===== src/design/i2cms_pkg.sv =====
// ----------------------------------------------------------------------------
// I2C master transaction sequencer package
// Word types, operation, command, status and phase codes shared by the design.
// ----------------------------------------------------------------------------
package i2cms_pkg;

	localparam logic [7:0] READ_BIT = 8'h01;

	typedef enum logic [1:0] {
		OP_BEGIN_WRITE = 2'd0,
		OP_BEGIN_READ  = 2'd1,
		OP_EVENT       = 2'd2,
		OP_COLLISION   = 2'd3
	} op_t;

	typedef enum logic [2:0] {
		CMD_NONE   = 3'd0,
		CMD_START  = 3'd1,
		CMD_TX     = 3'd2,
		CMD_RX     = 3'd3,
		CMD_ACK    = 3'd4,
		CMD_NAK    = 3'd5,
		CMD_STOP   = 3'd6,
		CMD_RSTART = 3'd7
	} cmd_t;

	typedef enum logic [2:0] {
		ST_OK       = 3'd0,
		ST_ADDR_NAK = 3'd1,
		ST_DATA_NAK = 3'd2,
		ST_BUS      = 3'd3,
		ST_INTERNAL = 3'd4
	} status_t;

	typedef enum logic [2:0] {
		PH_IDLE     = 3'd0,
		PH_STARTING = 3'd1,
		PH_ADDRESS  = 3'd2,
		PH_READ     = 3'd3,
		PH_READACK  = 3'd4,
		PH_READNAK  = 3'd5,
		PH_WRITE    = 3'd6,
		PH_STOP     = 3'd7
	} phase_t;

	typedef struct packed {
		op_t        op;
		logic [6:0] dev_address;
		logic [7:0] xfer_length;
		logic       end_with_stop;
		logic       start_busy;
		logic       transmit_busy;
		logic       nak_seen;
		logic       rx_full;
		logic [7:0] rx_byte;
		logic [7:0] write_byte;
	} ev_word_t;

	typedef struct packed {
		cmd_t       command;
		logic [7:0] out_byte;
		logic       store_valid;
		logic [7:0] store_index;
		logic [7:0] store_byte;
		logic [7:0] next_index;
		logic       done_res;
		status_t    status;
		logic [7:0] transferred;
		logic       rejected;
	} res_word_t;

endpackage


===== src/design/i2c_master_transaction_sequencer.sv =====
// ----------------------------------------------------------------------------
// I2C master transaction sequencer
// Stages: input register, state machine, result register.
// Throughput: one word per cycle while res_ready keeps the result register free.
// Reset: arst_n clears all control state to idle with zero counts and codes.
// ----------------------------------------------------------------------------
module i2c_master_transaction_sequencer
	import i2cms_pkg::*;
(
	input  logic      clk,
	input  logic      arst_n,
	input  logic      ev_valid,
	output logic      ev_ready,
	input  ev_word_t  ev_word,
	output logic      res_valid,
	input  logic      res_ready,
	output res_word_t res_word
);

	logic      valid_s1;
	ev_word_t  word_s1;
	logic      advance;

	phase_t     phase_q, phase_d;
	logic [7:0] address_byte_q, address_byte_d;
	logic       stop_at_end_q, stop_at_end_d;
	logic       rs_pending_q, rs_pending_d;
	status_t    error_code_q, error_code_d;
	logic [7:0] byte_total_q, byte_total_d;
	logic [7:0] byte_index_q, byte_index_d;

	logic       is_begin;
	logic [7:0] index_inc;
	res_word_t  res_d;

	// The result register frees up when it is empty or being read this cycle.
	assign advance  = !res_valid || res_ready;
	assign ev_ready = !valid_s1 || advance;

	assign is_begin  = (word_s1.op == OP_BEGIN_WRITE) || (word_s1.op == OP_BEGIN_READ);
	assign index_inc = byte_index_q + 8'd1;

	always_ff @(posedge clk or negedge arst_n) begin
		if (!arst_n) begin
			valid_s1 <= 1'b0;
		end else if (ev_ready) begin
			valid_s1 <= ev_valid;
		end
	end

	always_ff @(posedge clk) begin
		if (ev_ready && ev_valid) begin
			word_s1 <= ev_word;
		end
	end

	// Next-state logic.
	always_comb begin
		phase_d        = phase_q;
		address_byte_d = address_byte_q;
		stop_at_end_d  = stop_at_end_q;
		rs_pending_d   = rs_pending_q;
		error_code_d   = error_code_q;
		byte_total_d   = byte_total_q;
		byte_index_d   = byte_index_q;
		if (is_begin) begin
			if (phase_q == PH_IDLE) begin
				address_byte_d = {word_s1.dev_address, 1'b0}
					| ((word_s1.op == OP_BEGIN_READ) ? READ_BIT : 8'h00);
				stop_at_end_d  = word_s1.end_with_stop;
				error_code_d   = ST_OK;
				byte_total_d   = word_s1.xfer_length;
				byte_index_d   = 8'd0;
				phase_d        = rs_pending_q ? PH_ADDRESS : PH_STARTING;
			end
		end else if (word_s1.op == OP_COLLISION) begin
			phase_d      = PH_STOP;
			rs_pending_d = 1'b0;
			error_code_d = ST_BUS;
		end else begin
			case (phase_q)
				PH_STARTING: begin
					if (!word_s1.start_busy) begin
						byte_index_d = 8'd0;
						phase_d      = PH_ADDRESS;
					end else begin
						phase_d      = PH_STOP;
						rs_pending_d = 1'b0;
						error_code_d = ST_INTERNAL;
					end
				end
				PH_ADDRESS: begin
					if (word_s1.transmit_busy || word_s1.nak_seen || byte_total_q == 8'd0) begin
						phase_d      = PH_STOP;
						rs_pending_d = 1'b0;
						if (word_s1.transmit_busy) begin
							error_code_d = ST_INTERNAL;
						end else if (word_s1.nak_seen) begin
							error_code_d = ST_ADDR_NAK;
						end else begin
							error_code_d = ST_OK;
						end
					end else if (|(address_byte_q & READ_BIT)) begin
						phase_d = PH_READ;
					end else begin
						byte_index_d = 8'd1;
						phase_d      = PH_WRITE;
					end
				end
				PH_WRITE: begin
					if (word_s1.transmit_busy || word_s1.nak_seen) begin
						phase_d      = PH_STOP;
						rs_pending_d = 1'b0;
						error_code_d = word_s1.transmit_busy ? ST_INTERNAL : ST_DATA_NAK;
					end else if (byte_index_q >= byte_total_q) begin
						phase_d      = PH_STOP;
						rs_pending_d = !stop_at_end_q;
					end else begin
						byte_index_d = index_inc;
					end
				end
				PH_READ: begin
					if (word_s1.rx_full) begin
						byte_index_d = index_inc;
						phase_d      = (index_inc >= byte_total_q) ? PH_READNAK : PH_READACK;
					end else begin
						phase_d      = PH_STOP;
						rs_pending_d = 1'b0;
						error_code_d = ST_INTERNAL;
					end
				end
				PH_READACK: begin
					phase_d = PH_READ;
				end
				PH_READNAK: begin
					phase_d      = PH_STOP;
					rs_pending_d = !stop_at_end_q;
				end
				PH_STOP: begin
					phase_d = PH_IDLE;
				end
				default: begin
					phase_d = phase_q;
				end
			endcase
		end
	end

	// Output logic.
	always_comb begin
		res_d            = '0;
		res_d.command    = CMD_NONE;
		res_d.status     = ST_OK;
		res_d.next_index = byte_index_d;
		if (is_begin) begin
			if (phase_q != PH_IDLE) begin
				res_d.rejected = 1'b1;
			end else if (rs_pending_q) begin
				res_d.command  = CMD_TX;
				res_d.out_byte = address_byte_d;
			end else begin
				res_d.command = CMD_START;
			end
		end else if (word_s1.op == OP_COLLISION) begin
			res_d.command = CMD_STOP;
		end else begin
			case (phase_q)
				PH_STARTING: begin
					if (!word_s1.start_busy) begin
						res_d.command  = CMD_TX;
						res_d.out_byte = address_byte_q;
					end else begin
						res_d.command = CMD_STOP;
					end
				end
				PH_ADDRESS, PH_WRITE: begin
					if (phase_d == PH_WRITE) begin
						res_d.command  = CMD_TX;
						res_d.out_byte = word_s1.write_byte;
					end else if (phase_d == PH_READ) begin
						res_d.command = CMD_RX;
					end else if (rs_pending_d) begin
						res_d.command = CMD_RSTART;
					end else begin
						res_d.command = CMD_STOP;
					end
				end
				PH_READ: begin
					if (word_s1.rx_full) begin
						res_d.store_valid = 1'b1;
						res_d.store_index = byte_index_q;
						res_d.store_byte  = word_s1.rx_byte;
						res_d.command     = (phase_d == PH_READNAK) ? CMD_NAK : CMD_ACK;
					end else begin
						res_d.command = CMD_STOP;
					end
				end
				PH_READACK: begin
					res_d.command = CMD_RX;
				end
				PH_READNAK: begin
					res_d.command = stop_at_end_q ? CMD_STOP : CMD_RSTART;
				end
				PH_STOP: begin
					res_d.done_res    = 1'b1;
					res_d.status      = error_code_q;
					res_d.transferred = (error_code_q == ST_OK) ? byte_total_q : 8'd0;
				end
				default: begin
					res_d.command = CMD_NONE;
				end
			endcase
		end
	end

	always_ff @(posedge clk or negedge arst_n) begin
		if (!arst_n) begin
			phase_q        <= PH_IDLE;
			address_byte_q <= 8'd0;
			stop_at_end_q  <= 1'b0;
			rs_pending_q   <= 1'b0;
			error_code_q   <= ST_OK;
			byte_total_q   <= 8'd0;
			byte_index_q   <= 8'd0;
			res_valid      <= 1'b0;
		end else if (advance) begin
			res_valid <= valid_s1;
			if (valid_s1) begin
				phase_q        <= phase_d;
				address_byte_q <= address_byte_d;
				stop_at_end_q  <= stop_at_end_d;
				rs_pending_q   <= rs_pending_d;
				error_code_q   <= error_code_d;
				byte_total_q   <= byte_total_d;
				byte_index_q   <= byte_index_d;
			end
		end
	end

	always_ff @(posedge clk) begin
		if (advance && valid_s1) begin
			res_word <= res_d;
		end
	end

	// A finished transaction leaves the sequencer idle.
	assert property (@(posedge clk) disable iff (!arst_n)
		advance && valid_s1 && res_d.done_res |=> phase_q == PH_IDLE)
		else $error("phase not idle after a completion word");

	// A refused begin must not disturb the transaction in progress.
	assert property (@(posedge clk) disable iff (!arst_n)
		advance && valid_s1 && res_d.rejected |=> $stable(phase_q) && $stable(byte_index_q))
		else $error("rejected begin changed the state");

	// A received byte is only stored together with an ack or nak command.
	assert property (@(posedge clk) disable iff (!arst_n)
		res_valid && res_word.store_valid |->
			res_word.command == CMD_ACK || res_word.command == CMD_NAK)
		else $error("store without ack or nak");

	// Error status is only reported on the completion word.
	assert property (@(posedge clk) disable iff (!arst_n)
		res_valid && res_word.status != ST_OK |-> res_word.done_res)
		else $error("status reported outside completion");

endmodule

===== config.mk =====
export PLATFORM = sky130hd
export DESIGN_NAME = i2c_master_transaction_sequencer
export DESIGN_NICKNAME = d
export VERILOG_FILES = /design/src/design/i2cms_pkg.sv /design/src/design/i2c_master_transaction_sequencer.sv
export SDC_FILE = /design/constraint.sdc
export NUM_CORES = 1
export LEC_CHECK = 0
export BUFFER_PORTS_ARGS = -buffer_cell sky130_fd_sc_hd__buf_2
export CAP_MARGIN = 0
export CELL_PAD_IN_SITES_DETAIL_PLACEMENT = 1
export CELL_PAD_IN_SITES_GLOBAL_PLACEMENT = 2
export CORE_MARGIN = 2
export CORE_UTILIZATION = 40
export CTS_CLUSTER_SIZE = 10
export DETAILED_ROUTE_END_ITERATION = 7
export MAX_ROUTING_LAYER = met4
export PLACE_DENSITY = 0.88
export SLEW_MARGIN = 20
export SYNTH_ARGS = -nofsm -noshare
export SYNTH_HDL_FRONTEND = slang
export SYNTH_SLANG_ARGS = --single-unit

===== constraint.sdc =====
create_clock -name clk -period 4.7 [get_ports clk]
set_clock_uncertainty 0.2 [all_clocks]
set_input_delay 1.41 -clock clk [delete_from_list [all_inputs] [get_ports clk]]
set_output_delay 1.41 -clock clk [all_outputs]
set_load 0.05 [all_outputs]

==> results.toml <==
[clocking]
worst_setup_hold_path_clk_slew_ns = 0.06
cts_max_path_buffers = 2
post_cts.resized_instances = 0
cts_tree = "yes"
ctsHoldBuffers = 0
clock_tree.root_cell = "clkbuf_16"
cts-htree-levels = 4
post_cts_setup_buffer_count = 0
tritoncts_num_sinks = 121
numCtsBuffers = 17
worstSkewPairLatency_ns = 0.42

[global_routing]
first_global_vias = 4102
grt.total_usage = 0.202
grt_max_degree = 53
global_route.overflow_total = 0
antenna_found_initial = 0
grt_first_pass_wirelength_um = 21900

[timing]
final.setup.tns_ns = 0
grt_setup_unrepaired = "no"
max_freq_mhz = 266
worst_slew_pin_slew_ns = 0.911
number_of_endpoints_failing_setup_at_the_final_stage = 0
report.final.slew_viol_count = 0
post_layout_min_period_ns = 3.76
timing.final.crit_share = 0.800
timing_hold_violations_final = 0
relSlewSlack = 0.392

[yosys]
cell_accounting_for_the_most_synthesized_area = "edfxtp_1"
syn_inst = 450
ys_ff_latch = 121
syn_area_per_cell_um2 = 12.5
synthTopCellsByArea = "edfxtp_1 (47%), dfrtp_1 (15%), ha_1 (3.8%)"
synth-main-ff-cell = "edfxtp_1"
synth_area_mm2 = 0.00561
mappedNetlistNets = 509
ys_warn_count = 0
synth_edf_count = 87
synth-seq-area-share = 0.618
post_synth_num_cell_types = 62
synth-async-reset-ratio = 0.281
synthMostInstantiatedCell = "edfxtp_1"
yosys.area.top_type_share = 0.466
synth_common_cells = "edfxtp_1 (87), dfrtp_1 (34), nand2_1 (34)"

[power_and_ir_drop]
post-layout-total-power_mw = 3.55
power-per-cell-area_mw_per_mm2 = 521
leakage_nw = 2.82
ir_drop_uv = 211

[layout]
antenna_diode_count = 0
flow.area_growth_from_synthesis_pct = 21.8
final_area_mm2 = 0.00683
finalNetCount = 604
post_route_cells_drive_above_1_share = 0.290

[route]
detail_route.first_pass.iterations = 4
routed_via_density = 5.30
count_of_unresolved_drc_violations_after_routing = 0
drt_iter0_markers = 228
drt_wirelength_um = 13900
dr_total_vias = 3915
wire_per_inst_um = 18.8
detail-route-antenna-nets = 0

[worst_setup_path]
timing.critical_path.from = "byte_index_q[2]"
worst_path_max_delay_cell = "dfrtp_1"
cp_cell_sequence = "and3_1 -> and3_1 -> nand3_1 -> xnor2_1 -> inv_1 -> ha_1 -> nand2_1 -> nand3b_1 -> a221oi_1 -> o21ai_1 -> o32ai_2 -> o22ai_1 -> a21o_1"
timing_worst_setup_path_type = "reg -> reg"
crit_path_required_time_ns = 4.68
cp-start-kind = "register"
worstSetupEndpoint = "res_word[46]"
worst-path-stages = 13
timing.critical_path.max_delay_family = "compound AO/OA/AOI/OAI gates"
crit_path_end_kind = "register"
setup.reg_to_reg.worst_slack_ns = 0.94
r2r_start = "byte_index_q[2]"
r2r_end = "res_word[46]"
critical_path_peak_fanout = 12
crit_buf_inv = 1
critical_path_arrival_ns = 3.74
rr_worst_depth = 13
cpMostUsedCell = "and3_1"
cp_slowest_stage_delay_ns = 0.55

[floorplanning]
die_area_mm2 = 0.0150
start_util = 0.407
die_width_um = 122
io_pins = 93
floorplan.rows = 43
placeableCoreArea_mm2 = 0.0138
die-height_um = 122

[min_path]
min-delay-path-class = "reg -> reg"

[placed_design]
io_buffers = 92
detailedPlacementHpwl_um = 9650
placement.cell_area_mm2 = 0.00623
rd_place_congestion = 0.878

[flow_run]
maxCapViolations = 0

[status]
outcome = "finished clean"
==> report_power, final <==
group / internal, mW / total (mW) / switching [mW]
clock: 0.831 / 1.30 / 0.466
combinational: 0.270 / 0.772 / 0.502
sequential: 1.32 / 1.49 / 0.166
total: 2.42 / 3.55 / 1.13
==> worst min-delay path by stage <==
| stage | end | cells after the start | from | slack [ns] |
|---|---|---|---|---|
| floorplan | byte_total_q[6] | 1 | word_s1[27] | 0.26 |
| global placement | stop_at_end_q | 1 | word_s1[20] | 0.26 |
| detailed placement | stop_at_end_q | 1 | word_s1[20] | 0.27 |
| CTS | stop_at_end_q | 1 | word_s1[20] | 0.29 |
| global route | byte_total_q[1] | 1 | word_s1[22] | 0.30 |
| finish | stop_at_end_q | 1 | word_s1[20] | 0.29 |
==> cell usage in the layout (no fill, tap or decap), types with 4 or more instances in the layout <==
| cell | synthesis | layout |
|---|---|---|
| a211oi_1 | 7 | 7 |
| a21oi_1 | 12 | 12 |
| a22o_1 | 4 | 4 |
| a22oi_1 | 8 | 8 |
| a31oi_1 | 6 | 6 |
| and2_1 | 21 | 20 |
| and3_1 | 4 | 4 |
| buf_2 | 6 | 92 |
| buf_4 | 1 | 5 |
| clkbuf_16 | 0 | 17 |
| dfrtp_1 | 34 | 34 |
| edfxtp_1 | 87 | 87 |
| ha_1 | 17 | 17 |
| inv_1 | 23 | 22 |
| mux2_2 | 18 | 18 |
| nand2_1 | 34 | 34 |
| nand2b_1 | 5 | 5 |
| nand3_1 | 15 | 15 |
| nor2_1 | 18 | 18 |
| nor3_1 | 9 | 8 |
| nor3_2 | 3 | 4 |
| o21a_1 | 4 | 4 |
| o21ai_0 | 17 | 17 |
| o21ai_1 | 14 | 14 |
| o22ai_1 | 6 | 6 |
| o2bb2ai_1 | 4 | 4 |
| or3_1 | 5 | 5 |
| xnor2_1 | 4 | 4 |
==> layout make-up <==
cell class,count,area [um2]
multi-input combinational,284,1960
clock buffer,20,437
sequential,121,3460
inverter,24,90.1
clock inverter,12,151
timing repair buffer,97,498
fill,1477,6950
tap,180,225
==> registers in the layout (all words and copies together) (netlist names) <==
register	count
byte_total_q	8
error_code_q	3
res_valid	1
stop_at_end_q	1
valid_s1	1
rs_pending_q	1
byte_index_q	8
phase_q	3
res_word	49
word_s1	38
address_byte_q	8
==> cell families (layout without fill, tap and decap cells) <==
kind of cell,count (synthesis),after routing,synth area share
buffers and inverters,45,153,0.0335
muxes,21,21,0.0415
and+or+nand+nor,138,138,0.135
adders and majority gates,17,17,0.0379
xor gates and xnor gates,7,7,0.0109
AOI/OAI and AO/OA,101,101,0.123
DFF,121,121,0.618
==> through the flow <==
step	std cells	utilization	hold WS (ns)	worst slack [ns]
2_1_floorplan	450	-	0.255	0.671
3_3_place_gp	706	0.452	0.262	1.11
3_5_place_dp	706	0.452	0.270	0.934
4_1_cts	738	0.495	0.287	0.936
5_1_grt	738	0.496	0.297	0.637
6_report	738	0.496	0.288	0.941
==> routing by layer <==
| metal | vias to the layer above | track usage | routed length (um) |
|---|---|---|---|
| li1 | 1864 | - | - |
| met1 | 1932 | 0.239 | 5990 |
| met2 | 101 | 0.322 | 7140 |
| met3 | 18 | 0.0562 | 533 |
| met4 | 0 | 0.0955 | 195 |
| met5 | - | - | 0 |
==> worst register-to-register path: stages, from the launching register on <==
cell and delay (ns):
dfrtp_1 0.55, and3_1 0.23, and3_1 0.24, nand3_1 0.13, xnor2_1 0.31, inv_1 0.09
ha_1 0.30, nand2_1 0.08, nand3b_1 0.07, a221oi_1 0.26, o21ai_1 0.13, o32ai_2 0.52
o22ai_1 0.21, a21o_1 0.21
Note: power is estimated with default switching activity, not from simulation.
